[config.mk]
export PLATFORM = sky130hd
export DESIGN_NAME = aabb_contact_pair_tracker
export DESIGN_NICKNAME = d
export VERILOG_FILES = /design/src/acpt_pkg.sv /design/src/acpt_ram.sv /design/src/acpt_ctrl.sv /design/src/acpt_dpath.sv /design/src/aabb_contact_pair_tracker.sv
export SDC_FILE = /design/constraint.sdc
export NUM_CORES = 2
export LEC_CHECK = 0
export BUFFER_PORTS_ARGS = -buffer_cell sky130_fd_sc_hd__buf_2
export CORE_MARGIN = 2
export CORE_UTILIZATION = 55
export DETAILED_ROUTE_END_ITERATION = 8
export MAX_ROUTING_LAYER = met4
export PLACE_DENSITY = 0.78
export SYNTH_ARGS = -nofsm -noshare
export SYNTH_HDL_FRONTEND = slang
export SYNTH_HIERARCHICAL = 1
export SYNTH_MEMORY_MAX_BITS = 65536
export SYNTH_SLANG_ARGS = --single-unit
export TNS_END_PERCENT = 100
[constraint.sdc]
create_clock -name clk -period 9.55 [get_ports clk]
set_clock_uncertainty 0.05 [all_clocks]
set_input_delay 0.955 -clock clk [delete_from_list [all_inputs] [get_ports clk]]
set_output_delay 0.955 -clock clk [all_outputs]
set_load 0.02 [all_outputs]
[src/acpt_pkg.sv]
// shared types and constants for the contact pair tracker
`default_nettype none

package acpt_pkg;

    // stream widths
    localparam int ID_W     = 32;
    localparam int COORD_W  = 16;
    localparam int KEY_W    = 2 * ID_W;
    localparam int S_DATA_W = 192;
    localparam int S_USER_W = 2;
    localparam int M_DATA_W = 8;
    localparam int M_USER_W = 1;
    localparam int EVENT_W  = 2;

    // contact event codes
    typedef enum logic [EVENT_W-1:0] {
        EV_NONE  = 2'd0,
        EV_ENTER = 2'd1,
        EV_STAY  = 2'd2,
        EV_EXIT  = 2'd3
    } event_t;

    // controller states
    typedef enum logic [2:0] {
        ST_IDLE,
        ST_CHECK,
        ST_READ,
        ST_CMP,
        ST_MISS,
        ST_DONE
    } state_t;

    // commands from controller to datapath
    typedef struct packed {
        logic capture;
        logic prep;
        logic scan_clr;
        logic scan_inc;
        logic rd;
        logic upd;
        logic ins;
        logic res_none;
        logic res_full;
        logic emit;
    } cmd_t;

    // status from datapath to controller
    typedef struct packed {
        logic ids_equal;
        logic fill_zero;
        logic fill_full;
        logic key_match;
        logic scan_last;
        logic out_free;
    } sts_t;

endpackage

`default_nettype wire

[src/acpt_ram.sv]
// generic single write port ram with registered read
`default_nettype none

module acpt_ram #(
    parameter int WIDTH = 65,
    parameter int DEPTH = 64
) (
    input  wire logic                     clk,
    input  wire logic                     we,
    input  wire logic [$clog2(DEPTH)-1:0] waddr,
    input  wire logic [WIDTH-1:0]         wdata,
    input  wire logic                     re,
    input  wire logic [$clog2(DEPTH)-1:0] raddr,
    output logic      [WIDTH-1:0]         rdata
);

    logic [WIDTH-1:0] mem [DEPTH];
    logic [WIDTH-1:0] rdata_reg;

    // write and registered read
    always_ff @(posedge clk)
    begin
        if (we)
        begin
            mem[waddr] <= wdata;
        end
        if (re)
        begin
            rdata_reg <= mem[raddr];
        end
    end

    assign rdata = rdata_reg;

endmodule

`default_nettype wire

[src/acpt_ctrl.sv]
// controller state machine for the contact pair tracker
`default_nettype none

module acpt_ctrl (
    input  wire logic          clk,
    input  wire logic          rst_n,
    input  wire logic          s_tvalid,
    output logic               s_tready,
    input  wire acpt_pkg::sts_t sts,
    output acpt_pkg::cmd_t     cmd
);

    import acpt_pkg::*;

    state_t state_reg;
    state_t state_next;

    // state register
    always_ff @(posedge clk or negedge rst_n)
    begin
        if (!rst_n)
        begin
            state_reg <= ST_IDLE;
        end
        else
        begin
            state_reg <= state_next;
        end
    end

    // next state and commands
    always_comb
    begin
        state_next = state_reg;
        cmd        = '0;
        s_tready   = 1'b0;
        case (state_reg)
            ST_IDLE:
            begin
                s_tready = 1'b1;
                if (s_tvalid)
                begin
                    cmd.capture = 1'b1;
                    state_next  = ST_CHECK;
                end
            end
            ST_CHECK:
            begin
                cmd.prep     = 1'b1;
                cmd.scan_clr = 1'b1;
                if (sts.ids_equal)
                begin
                    cmd.res_none = 1'b1;
                    state_next   = ST_DONE;
                end
                else if (sts.fill_zero)
                begin
                    state_next = ST_MISS;
                end
                else
                begin
                    state_next = ST_READ;
                end
            end
            ST_READ:
            begin
                cmd.rd     = 1'b1;
                state_next = ST_CMP;
            end
            ST_CMP:
            begin
                if (sts.key_match)
                begin
                    cmd.upd    = 1'b1;
                    state_next = ST_DONE;
                end
                else if (sts.scan_last)
                begin
                    state_next = ST_MISS;
                end
                else
                begin
                    cmd.scan_inc = 1'b1;
                    state_next   = ST_READ;
                end
            end
            ST_MISS:
            begin
                if (sts.fill_full)
                begin
                    cmd.res_full = 1'b1;
                end
                else
                begin
                    cmd.ins = 1'b1;
                end
                state_next = ST_DONE;
            end
            ST_DONE:
            begin
                if (sts.out_free)
                begin
                    cmd.emit   = 1'b1;
                    state_next = ST_IDLE;
                end
            end
            default:
            begin
                state_next = ST_IDLE;
            end
        endcase
    end

endmodule

`default_nettype wire

[src/acpt_dpath.sv]
// datapath: input capture, overlap test, pair table and output register
`default_nettype none

module acpt_dpath #(
    parameter int TABLE_ENTRIES = 64
) (
    input  wire logic                          clk,
    input  wire logic                          rst_n,
    input  wire acpt_pkg::cmd_t                cmd,
    output acpt_pkg::sts_t                     sts,
    input  wire logic [acpt_pkg::S_DATA_W-1:0] s_tdata,
    input  wire logic [acpt_pkg::S_USER_W-1:0] s_tuser,
    output logic                               m_tvalid,
    input  wire logic                          m_tready,
    output logic      [acpt_pkg::M_DATA_W-1:0] m_tdata,
    output logic      [acpt_pkg::M_USER_W-1:0] m_tuser
);

    import acpt_pkg::*;

    localparam int IDX_W = $clog2(TABLE_ENTRIES);
    localparam int CNT_W = $clog2(TABLE_ENTRIES + 1);
    localparam int ROW_W = KEY_W + 1;
    localparam int AD_W  = COORD_W + 1;

    // captured transaction
    logic [KEY_W-1:0]   key_reg;
    logic [COORD_W-1:0] lx_reg, ly_reg, lw_reg, lh_reg;
    logic [COORD_W-1:0] rx_reg, ry_reg, rw_reg, rh_reg;
    logic               dead_reg;

    // geometry stage
    logic [AD_W-1:0] adx_reg, ady_reg, sumx_reg, sumy_reg;
    logic signed [AD_W-1:0] dx, dy;
    logic            hit;

    // scan and fill counters
    logic [IDX_W-1:0] idx_reg, idx_next;
    logic [CNT_W-1:0] fill_reg, fill_next;
    logic [CNT_W-1:0] idx_inc;

    // table access
    logic             ram_we;
    logic [IDX_W-1:0] ram_waddr;
    logic [ROW_W-1:0] ram_wdata;
    logic [ROW_W-1:0] ram_rdata;
    logic             contact_cur;
    logic             contact_new;
    event_t           ev;

    // result and output register
    event_t res_event_reg;
    logic   res_full_reg;
    logic   out_valid_reg, out_valid_next;
    event_t out_event_reg;
    logic   out_full_reg;

    // capture accepted transaction
    always_ff @(posedge clk)
    begin
        if (cmd.capture)
        begin
            key_reg  <= {s_tdata[63:32], s_tdata[31:0]};
            lx_reg   <= s_tdata[79:64];
            ly_reg   <= s_tdata[95:80];
            lw_reg   <= s_tdata[111:96];
            lh_reg   <= s_tdata[127:112];
            rx_reg   <= s_tdata[143:128];
            ry_reg   <= s_tdata[159:144];
            rw_reg   <= s_tdata[175:160];
            rh_reg   <= s_tdata[191:176];
            dead_reg <= s_tuser[0] | s_tuser[1];
        end
    end

    // center distance per axis
    assign dx = $signed({rx_reg[COORD_W-1], rx_reg}) - $signed({lx_reg[COORD_W-1], lx_reg});
    assign dy = $signed({ry_reg[COORD_W-1], ry_reg}) - $signed({ly_reg[COORD_W-1], ly_reg});

    // absolute distance and size sums
    always_ff @(posedge clk)
    begin
        if (cmd.prep)
        begin
            adx_reg  <= dx[AD_W-1] ? AD_W'(-dx) : AD_W'(dx);
            ady_reg  <= dy[AD_W-1] ? AD_W'(-dy) : AD_W'(dy);
            sumx_reg <= AD_W'(lw_reg) + AD_W'(rw_reg);
            sumy_reg <= AD_W'(lh_reg) + AD_W'(rh_reg);
        end
    end

    // strict overlap on both axes: 2*|d| < size sum
    assign hit = ({adx_reg, 1'b0} < {1'b0, sumx_reg}) &&
                 ({ady_reg, 1'b0} < {1'b0, sumy_reg});

    // counters
    assign idx_inc = CNT_W'(idx_reg) + CNT_W'(1);

    always_comb
    begin
        idx_next  = idx_reg;
        fill_next = fill_reg;
        if (cmd.scan_clr)
        begin
            idx_next = '0;
        end
        else if (cmd.scan_inc)
        begin
            idx_next = idx_inc[IDX_W-1:0];
        end
        if (cmd.ins)
        begin
            fill_next = fill_reg + CNT_W'(1);
        end
    end

    always_ff @(posedge clk or negedge rst_n)
    begin
        if (!rst_n)
        begin
            idx_reg  <= '0;
            fill_reg <= '0;
        end
        else
        begin
            idx_reg  <= idx_next;
            fill_reg <= fill_next;
        end
    end

    // event rules, a new entry starts out of contact
    assign contact_cur = cmd.ins ? 1'b0 : ram_rdata[KEY_W];

    always_comb
    begin
        ev          = EV_NONE;
        contact_new = 1'b0;
        if (hit)
        begin
            if (contact_cur)
            begin
                ev          = dead_reg ? EV_EXIT : EV_STAY;
                contact_new = !dead_reg;
            end
            else if (!dead_reg)
            begin
                ev          = EV_ENTER;
                contact_new = 1'b1;
            end
        end
        else if (contact_cur)
        begin
            ev = EV_EXIT;
        end
    end

    // pair table: contact bit above the key
    assign ram_we    = cmd.upd | cmd.ins;
    assign ram_waddr = cmd.ins ? fill_reg[IDX_W-1:0] : idx_reg;
    assign ram_wdata = {contact_new, key_reg};

    acpt_ram #(
        .WIDTH (ROW_W),
        .DEPTH (TABLE_ENTRIES)
    ) u_table (
        .clk   (clk),
        .we    (ram_we),
        .waddr (ram_waddr),
        .wdata (ram_wdata),
        .re    (cmd.rd),
        .raddr (idx_reg),
        .rdata (ram_rdata)
    );

    // result of the current transaction
    always_ff @(posedge clk)
    begin
        if (cmd.upd || cmd.ins)
        begin
            res_event_reg <= ev;
            res_full_reg  <= 1'b0;
        end
        else if (cmd.res_none)
        begin
            res_event_reg <= EV_NONE;
            res_full_reg  <= 1'b0;
        end
        else if (cmd.res_full)
        begin
            res_event_reg <= EV_NONE;
            res_full_reg  <= 1'b1;
        end
    end

    // output register
    always_comb
    begin
        out_valid_next = out_valid_reg;
        if (cmd.emit)
        begin
            out_valid_next = 1'b1;
        end
        else if (m_tready)
        begin
            out_valid_next = 1'b0;
        end
    end

    always_ff @(posedge clk or negedge rst_n)
    begin
        if (!rst_n)
        begin
            out_valid_reg <= 1'b0;
        end
        else
        begin
            out_valid_reg <= out_valid_next;
        end
    end

    always_ff @(posedge clk)
    begin
        if (cmd.emit)
        begin
            out_event_reg <= res_event_reg;
            out_full_reg  <= res_full_reg;
        end
    end

    assign m_tvalid = out_valid_reg;
    assign m_tdata  = M_DATA_W'(out_event_reg);
    assign m_tuser  = M_USER_W'(out_full_reg);

    // status to controller
    assign sts.ids_equal = (key_reg[KEY_W-1:ID_W] == key_reg[ID_W-1:0]);
    assign sts.fill_zero = (fill_reg == '0);
    assign sts.fill_full = (fill_reg == CNT_W'(TABLE_ENTRIES));
    assign sts.key_match = (ram_rdata[KEY_W-1:0] == key_reg);
    assign sts.scan_last = (idx_inc == fill_reg);
    assign sts.out_free  = !out_valid_reg || m_tready;

endmodule

`default_nettype wire

[src/aabb_contact_pair_tracker.sv]
// top level of the axis-aligned box contact pair tracker
`default_nettype none

// Each input transaction is one collider pair; it yields exactly one output
// transaction with an enter, stay, exit or none event and a table-full flag.
// Pairs are remembered in a table of TABLE_ENTRIES rows (key plus contact
// bit) held in a single-port-read RAM and searched linearly, each row by a
// read of its address, then a compare of the registered read data. A pair
// found at a scanned row updates it; a pair not found after scanning the
// filled rows gets a new insert or a table-full flag; a pair with equal
// IDs skips the scan. The next transaction is accepted only after the
// result has moved to the output register. Rows are filled in order and
// never freed, so the fill count alone marks the live rows and no clearing
// pass is needed after reset. The output register lets the next
// transaction be accepted while the previous result waits on m_tready.

module aabb_contact_pair_tracker #(
    parameter int TABLE_ENTRIES = 64
) (
    input  wire logic                          clk,
    input  wire logic                          rst_n,
    // left_id, right_id, left_x, left_y, left_width, left_height,
    // right_x, right_y, right_width, right_height
    input  wire logic [acpt_pkg::S_DATA_W-1:0] s_tdata,
    // left_dead, right_dead
    input  wire logic [acpt_pkg::S_USER_W-1:0] s_tuser,
    input  wire logic                          s_tvalid,
    output logic                               s_tready,
    // contact_event, zero padding
    output logic      [acpt_pkg::M_DATA_W-1:0] m_tdata,
    // table_full
    output logic      [acpt_pkg::M_USER_W-1:0] m_tuser,
    output logic                               m_tvalid,
    input  wire logic                          m_tready
);

    import acpt_pkg::*;

    cmd_t cmd;
    sts_t sts;

    // controller
    acpt_ctrl u_ctrl (
        .clk      (clk),
        .rst_n    (rst_n),
        .s_tvalid (s_tvalid),
        .s_tready (s_tready),
        .sts      (sts),
        .cmd      (cmd)
    );

    // datapath
    acpt_dpath #(
        .TABLE_ENTRIES (TABLE_ENTRIES)
    ) u_dpath (
        .clk      (clk),
        .rst_n    (rst_n),
        .cmd      (cmd),
        .sts      (sts),
        .s_tdata  (s_tdata),
        .s_tuser  (s_tuser),
        .m_tvalid (m_tvalid),
        .m_tready (m_tready),
        .m_tdata  (m_tdata),
        .m_tuser  (m_tuser)
    );

    // a full-table result never carries an event
    assert property (@(posedge clk) disable iff (!rst_n)
        (m_tvalid && m_tuser[0]) |-> (m_tdata[EVENT_W-1:0] == EV_NONE))
    else $error("table full result with an event");

    // one transaction in flight: no acceptance right after an acceptance
    assert property (@(posedge clk) disable iff (!rst_n)
        (s_tvalid && s_tready) |=> !s_tready)
    else $error("transaction accepted while busy");

    // inserts only into a table with a free row
    assert property (@(posedge clk) disable iff (!rst_n)
        cmd.ins |-> !sts.fill_full)
    else $error("insert into full table");

    // results are only moved into a free output register
    assert property (@(posedge clk) disable iff (!rst_n)
        cmd.emit |-> sts.out_free)
    else $error("output register overwritten");

endmodule

`default_nettype wire

Yosys cells after proc, flatten, opt, wreduce, memory -nomap -nowiden. Memories as Yosys holds them, arrays and structs flattened. A register that Yosys moved wholly into a read port is not among the register bits. Cells that the tools add are included. W data, S select, Z words.

Add/subtract/negate cells: 8. Order comparisons: 2. Reductions and logical operators: 12. Mux-type cells: 46. Equal/unequal tests: 11. Bitwise logic cells: 2.

Operator list (number): $eq A64 B64 Y1 (1); $lt A18 B17 Y1 (2); $add A16 B16 Y17 (2); $neg A17 Y17 (2); $sub A16 B16 Y17 (2); $eq A32 B32 Y1 (1); $mux W16 (2); $mux W1 (27); $mux W3 (6); $mux W6 (3); $pmux W3 S6 (1); $mux W2 (7); $add A6 B1 Y7 const B (1); $add A7 B1 Y7 const B (1); $eq A7 B7 Y1 (1); $eq A7 B7 Y1 const B (1); $logic_not A7 Y1 (1); $eq A3 B2 Y1 const B (2); $eq A3 B3 Y1 const B (2); $ne A2 B2 Y1 const B (2); $reduce_bool A2 Y1 (2); $eq A3 B1 Y1 const B (1); $logic_not A3 Y1 (1); $reduce_bool A3 Y1 (1); 6 further kinds (9).

Logic and storage cells: 106. Output and inout bits: 11. Register bits: 284. Memories kept: 1. Bits in writable memories: 4160.

Memories: u_dpath.u_table.mem (words 64, bits a word 65, rd ports 1, clocked after Yosys merged registers in 1, write ports 1, line acpt_ram.sv:17) `logic [WIDTH-1:0] mem [DEPTH];`.

Depth between registers and ports, before layout.
Word-level depth: 7. Depth in mapped cells: 11.

Modules after synthesis. Netlist, hierarchy kept.

By module, submodules not included: acpt_ram (area each 158981.2 sq um, instances 1, seq. area each 126871.7 sq um, cells an instance 6606); acpt_dpath (area each 14805.4 sq um, instances 1, seq. area each 8358.0 sq um, cells an instance 1169); acpt_ctrl (area each 271.5 sq um, instances 1, seq. area each 75.1 sq um, cells an instance 35).

Worst setup path after synthesis. No wires, ideal clock.

Path type: register to register. Start: register u_dpath.key_reg[5]. End: memory u_dpath.u_table.mem[48][0] (enable). Buffers on the path: 0. Data arrival time: 7136 ps. Stages on the path, launching flop included: 10. Library setup time: 568 ps. Path slack: 1796 ps. Path through: edfxtp_1 xor2_1 nor4_1 nand4_1 nor4_1 inv_1 nor2_1 or2_1 nand4b_1 nor3_1.

RTL lines: start, declared (line acpt_dpath.sv:27) `logic [KEY_W-1:0] key_reg;`; start signal, assigned (line acpt_dpath.sv:63) `key_reg <= {s_tdata[63:32], s_tdata[31:0]};`; end, declared (line acpt_ram.sv:17).

==> metrics.log <==
[metrics] Post-Syn Area: ~170000 um2
[metrics] number of I/O port buffers: between 200 and 250
[metrics] max_slew headroom: -1.86%
[metrics] P&R area growth vs syn: 12.3%
[metrics] CP Launch Type: flip-flop
[metrics] cell depth of the worst flop-to-flop path: 12
[metrics] clk sinks: between 4000 and 5000
[metrics] slew at the pin closest to its max-slew limit: around 1.5 ns
[metrics] cell chosen for the clock root: sky130_fd_sc_hd__clkbuf_16
[metrics] final wirelength: ~510000 um
[metrics] complex-gate fraction of the synthesized area: under 10%
[metrics] number of placement rows: about 210
[metrics] post-synth top area share: 77.5%
[metrics] crit-path most repeated cell: sky130_fd_sc_hd__buf_4
[metrics] starting density of the core: 55.3%
[metrics] Placement Cell Area: 181000 um2
[metrics] Ys Warns: 6
[metrics] Worst-path clk slew: approximately 0.060 ns
[metrics] gpl congestion: between 0.9 and 1
[metrics] number of antenna violations at the first check in global routing: 45
[metrics] first-pass GRT wire length: 704000 um
[metrics] Setup CP Type: flip-flop to flip-flop
[metrics] power density over the cells: roughly 260 nW/um2
[metrics] setup violation total in the final timing report: 0
[metrics] post-layout instance area: just under 200000 um2
[metrics] final cycle utilization of the critical path: between 80% and 90%
[metrics] global-route usage over all layers: roughly 32%
[metrics] register-to-register setup slack: between 1.5 and 2 ns
[metrics] synth unique cells: 84
[metrics] status: complete, but fails checks
[metrics] synthesized area per cell: approximately 22 um2
[metrics] worst voltage drop across the vdd grid: between 0.2 and 0.25 mV
[metrics] Die Ht: 567 um
[metrics] CP max-delay cell: sky130_fd_sc_hd__nor4_2
[metrics] sequential cell area fraction in the yosys report: between 70 and 80%
[metrics] number of H-tree branching levels: 5
[metrics] detailed placement HPWL: ~280000 um
[metrics] buffering stage count on the worst path with inverters included: 3
[metrics] combinational family with the most area after synthesis: multiplexers
[metrics] post-synthesis cell count: between 7000 and 8000
[metrics] via count of the first global-routing pass: approximately 91000
[metrics] number of placed I/O pins: 209
[metrics] grt ovf: 0
[metrics] minimum hold slack: between 0.09 and 0.1 ns
[metrics] core area: roughly 310000 um2
[metrics] die width: between 500 and 600 um
[metrics] Yosys top cell by area: sky130_fd_sc_hd__edfxtp_1
[metrics] Largest stage delay, worst path: between 1 and 1.5 ns
[metrics] worst-path maximum fanout: 66
[metrics] class of the worst hold path: input pin to flip-flop
[metrics] Tmin final: approximately 7.8 ns
[metrics] leakage power: 60.6 nW
[metrics] startpoint of the tightest hold check path: s_tdata[34]
[metrics] final cell utilization of the core: 62.0%
[metrics] max-slew violations: 30
[metrics] CTS tree: yes
[metrics] Synth area leaders: sky130_fd_sc_hd__edfxtp_1, sky130_fd_sc_hd__mux4_2, sky130_fd_sc_hd__a22oi_1
[metrics] area share of xor/xnor cells in the synthesized design: less than 1%
[metrics] nets@finish: ~8600
[metrics] final setup TNS: 0 ns
[metrics] largest net degree at the start of global routing: ~120
[metrics] arrival time reported for the critical path endpoint: between 8 and 9 ns
[metrics] r2r endpoint: u_dpath/u_table/mem[62][11]
[metrics] critical path cell sequence: buf_4, xor2_1, nor4_1, nand4_1, nor4_2, inv_1, nor2_1, or2_1, nor2b_1, nand3_1, nor2_4, buf_4
[metrics] WP data required: between 10 and 15 ns
[metrics] hold-critical path depth: 1
[metrics] adder-cell area share of the yosys netlist: 0.786%
[metrics] post-synthesis mux area share: 14.1%
[metrics] highest clock frequency the design can meet: 0.128 GHz
[metrics] number of buffers created by CTS: between 400 and 500
[metrics] unrepaired setup endpoints after global routing: no
[metrics] end of the worst hold path: u_dpath/key_reg[34]
[metrics] die area: between 300000 and 400000 um2
[metrics] latest clock arrival within the worst-skew pair: 1.00 ns
[metrics] post-DR wirelength/cell: around 39 um
[metrics] number of flip-flops in the largest register: approximately 4200
[metrics] drt first-iter violations: between 15000 and 20000
[metrics] flip-flop cell with the highest count after synthesis: sky130_fd_sc_hd__edfxtp_1
[metrics] CP Capture Type: flip-flop
[metrics] vias after detailed routing: a little over 90000
[metrics] average vias per placed instance: about 7
[metrics] number of synthesized flops with an enable pin: roughly 4500
[metrics] post-synthesis register bit count: approximately 4500
[metrics] worst flop-to-flop path startpoint: u_dpath/key_reg[22]
[metrics] drc violations: 0
[metrics] maximum count of clock buffers along a single path: 4
[metrics] final hold violations: 0
[metrics] number of detailed-routing iterations run before antenna repair: 7
[metrics] share of cells above drive strength 1: 26.2%
[metrics] Antenna Violating Nets Remaining: 0
[metrics] post-synthesis simple-gate area fraction: 1.68%
[metrics] violated checks: max-capacitance violations, max-slew violations
[metrics] # Post-CTS Setup Buffers: 0
[metrics] cell family with most CP delay: simple AND/OR/NAND/NOR gates
[metrics] critical path launch point: u_dpath/key_reg[22]
[metrics] Async SR Flop Fraction: less than 1%
[metrics] MaxCap Viol Count: 1
-- what timing repair did --
action,4_1_cts,5_1_grt
endpoints found under the hold margin,17,0
gates resized for setup,0,0
hold buffers,1,0
-- cells in the mapped netlist, types with 15 or more instances --
cell type	instances
sky130_fd_sc_hd__buf_1	19
sky130_fd_sc_hd__o211a_1	65
sky130_fd_sc_hd__nor4_1	33
sky130_fd_sc_hd__xor2_1	127
sky130_fd_sc_hd__o21a_1	16
sky130_fd_sc_hd__buf_6	18
sky130_fd_sc_hd__a31oi_1	15
sky130_fd_sc_hd__nor2_1	169
sky130_fd_sc_hd__a21o_1	20
sky130_fd_sc_hd__nand2b_1	22
sky130_fd_sc_hd__xnor2_1	57
sky130_fd_sc_hd__edfxtp_1	4491
sky130_fd_sc_hd__o22ai_1	132
sky130_fd_sc_hd__nand3_1	130
sky130_fd_sc_hd__clkbuf_1	125
sky130_fd_sc_hd__inv_1	105
sky130_fd_sc_hd__buf_4	46
sky130_fd_sc_hd__a22oi_1	260
sky130_fd_sc_hd__a21oi_1	52
sky130_fd_sc_hd__o21ai_0	35
sky130_fd_sc_hd__mux2i_1	106
sky130_fd_sc_hd__nand3b_1	30
sky130_fd_sc_hd__nand4_1	19
sky130_fd_sc_hd__nor2b_1	22
sky130_fd_sc_hd__o221ai_1	50
sky130_fd_sc_hd__ha_1	103
sky130_fd_sc_hd__mux4_2	1040
sky130_fd_sc_hd__buf_2	186
sky130_fd_sc_hd__nor3_1	31
sky130_fd_sc_hd__nand2_1	52
sky130_fd_sc_hd__a211oi_1	70
sky130_fd_sc_hd__dfrtp_1	17
-- where the power goes --
part / leakage [nW] / switching, mW / internal (mW) / total [mW]
logic: 13.2 / 6.25 / 4.06 / 10.3
registers: 40.7 / 0.286 / 22.9 / 23.2
clock network: 6.74 / 7.50 / 9.44 / 16.9
total: 60.6 / 14.0 / 36.4 / 50.4
-- cells in the final DEF, fill, tap and decap left out, types with 17 or more instances in the layout --
cell type                    instances
sky130_fd_sc_hd__a211oi_1           70
sky130_fd_sc_hd__a21o_1             20
sky130_fd_sc_hd__a21oi_1            52
sky130_fd_sc_hd__a22oi_1           260
sky130_fd_sc_hd__buf_12             29
sky130_fd_sc_hd__buf_2             202
sky130_fd_sc_hd__buf_4             259
sky130_fd_sc_hd__bufinv_16          43
sky130_fd_sc_hd__clkbuf_1           80
sky130_fd_sc_hd__clkbuf_16         427
sky130_fd_sc_hd__clkinv_1           94
sky130_fd_sc_hd__clkinv_16          17
sky130_fd_sc_hd__clkinv_2           89
sky130_fd_sc_hd__clkinvlp_4         19
sky130_fd_sc_hd__diode_2            44
sky130_fd_sc_hd__edfxtp_1         4491
sky130_fd_sc_hd__ha_1              103
sky130_fd_sc_hd__inv_1             105
sky130_fd_sc_hd__mux2i_1           106
sky130_fd_sc_hd__mux4_2           1040
sky130_fd_sc_hd__nand2_1            50
sky130_fd_sc_hd__nand2b_1           18
sky130_fd_sc_hd__nand3_1           129
sky130_fd_sc_hd__nand3b_1           30
sky130_fd_sc_hd__nand4_1            19
sky130_fd_sc_hd__nor2_1            104
sky130_fd_sc_hd__nor2_4             65
sky130_fd_sc_hd__nor2b_1            17
sky130_fd_sc_hd__nor3_1             29
sky130_fd_sc_hd__nor4_1             32
sky130_fd_sc_hd__o211a_1            65
sky130_fd_sc_hd__o21ai_0            35
sky130_fd_sc_hd__o221ai_1           50
sky130_fd_sc_hd__o22ai_1           132
sky130_fd_sc_hd__xnor2_1            57
sky130_fd_sc_hd__xor2_1            127
-- through the flow --
stage,power [mW],setup slack [ns],cells
floorplan,30.4,1.80,7815
global placement,33.4,2.58,12100
detailed placement,33.5,2.58,12100
CTS,50.3,2.44,12900
global route,51.5,1.94,12900
finish,50.4,1.72,12900
-- layout make-up --
cell class / count / area (um2)
clock buffers: 508 / 11000
multi-input cells: 2805 / 36900
fillers: 20000 / 120000
diodes: 44 / 110
inverters: 105 / 394
clock inverters: 275 / 2910
well taps: 4160 / 5200
flip-flops and latches: 4509 / 135000
repair buffers: 491 / 3550
-- metal layers --
layer	part of all wire [%]	GRT usage [%]
met2	47	48.5
met4	7.0	18.4
met3	15	9.76
met1	32	39.5
met5	0	-
-- logic make-up after synthesis --
| family | count (synthesis) |
|---|---|
| AO/OA/AOI/OAI | 783 |
| XOR/XNOR | 184 |
| adder cells (fa/ha/maj) | 107 |
| buffers and inverters | 501 |
| flip-flops | 4509 |
| multiplexers | 1153 |
| other | 1 |
| AND/OR/NAND/NOR | 572 |
-- worst max-delay path by stage --
stage / endpoint / slack (ns) / cells after the start
2_1_floorplan: u_dpath/u_table/mem[48][0] / 1.80 / 9
3_3_place_gp: u_dpath/u_table/mem[62][56] / 2.58 / 12
3_5_place_dp: u_dpath/u_table/mem[62][56] / 2.58 / 12
4_1_cts: u_dpath/u_table/mem[62][52] / 2.44 / 12
5_1_grt: u_dpath/u_table/mem[62][52] / 1.94 / 12
6_report: u_dpath/u_table/mem[62][11] / 1.72 / 12
-- worst reg2reg max path: cells and delay by family, from the launching register on --
kind	cells	cell delay, ns
buf+inv	3	1.37
xor+xnor	1	0.24
simple gates	8	5.44
flops	1	0.34
(Power assumes the default switching activity.)
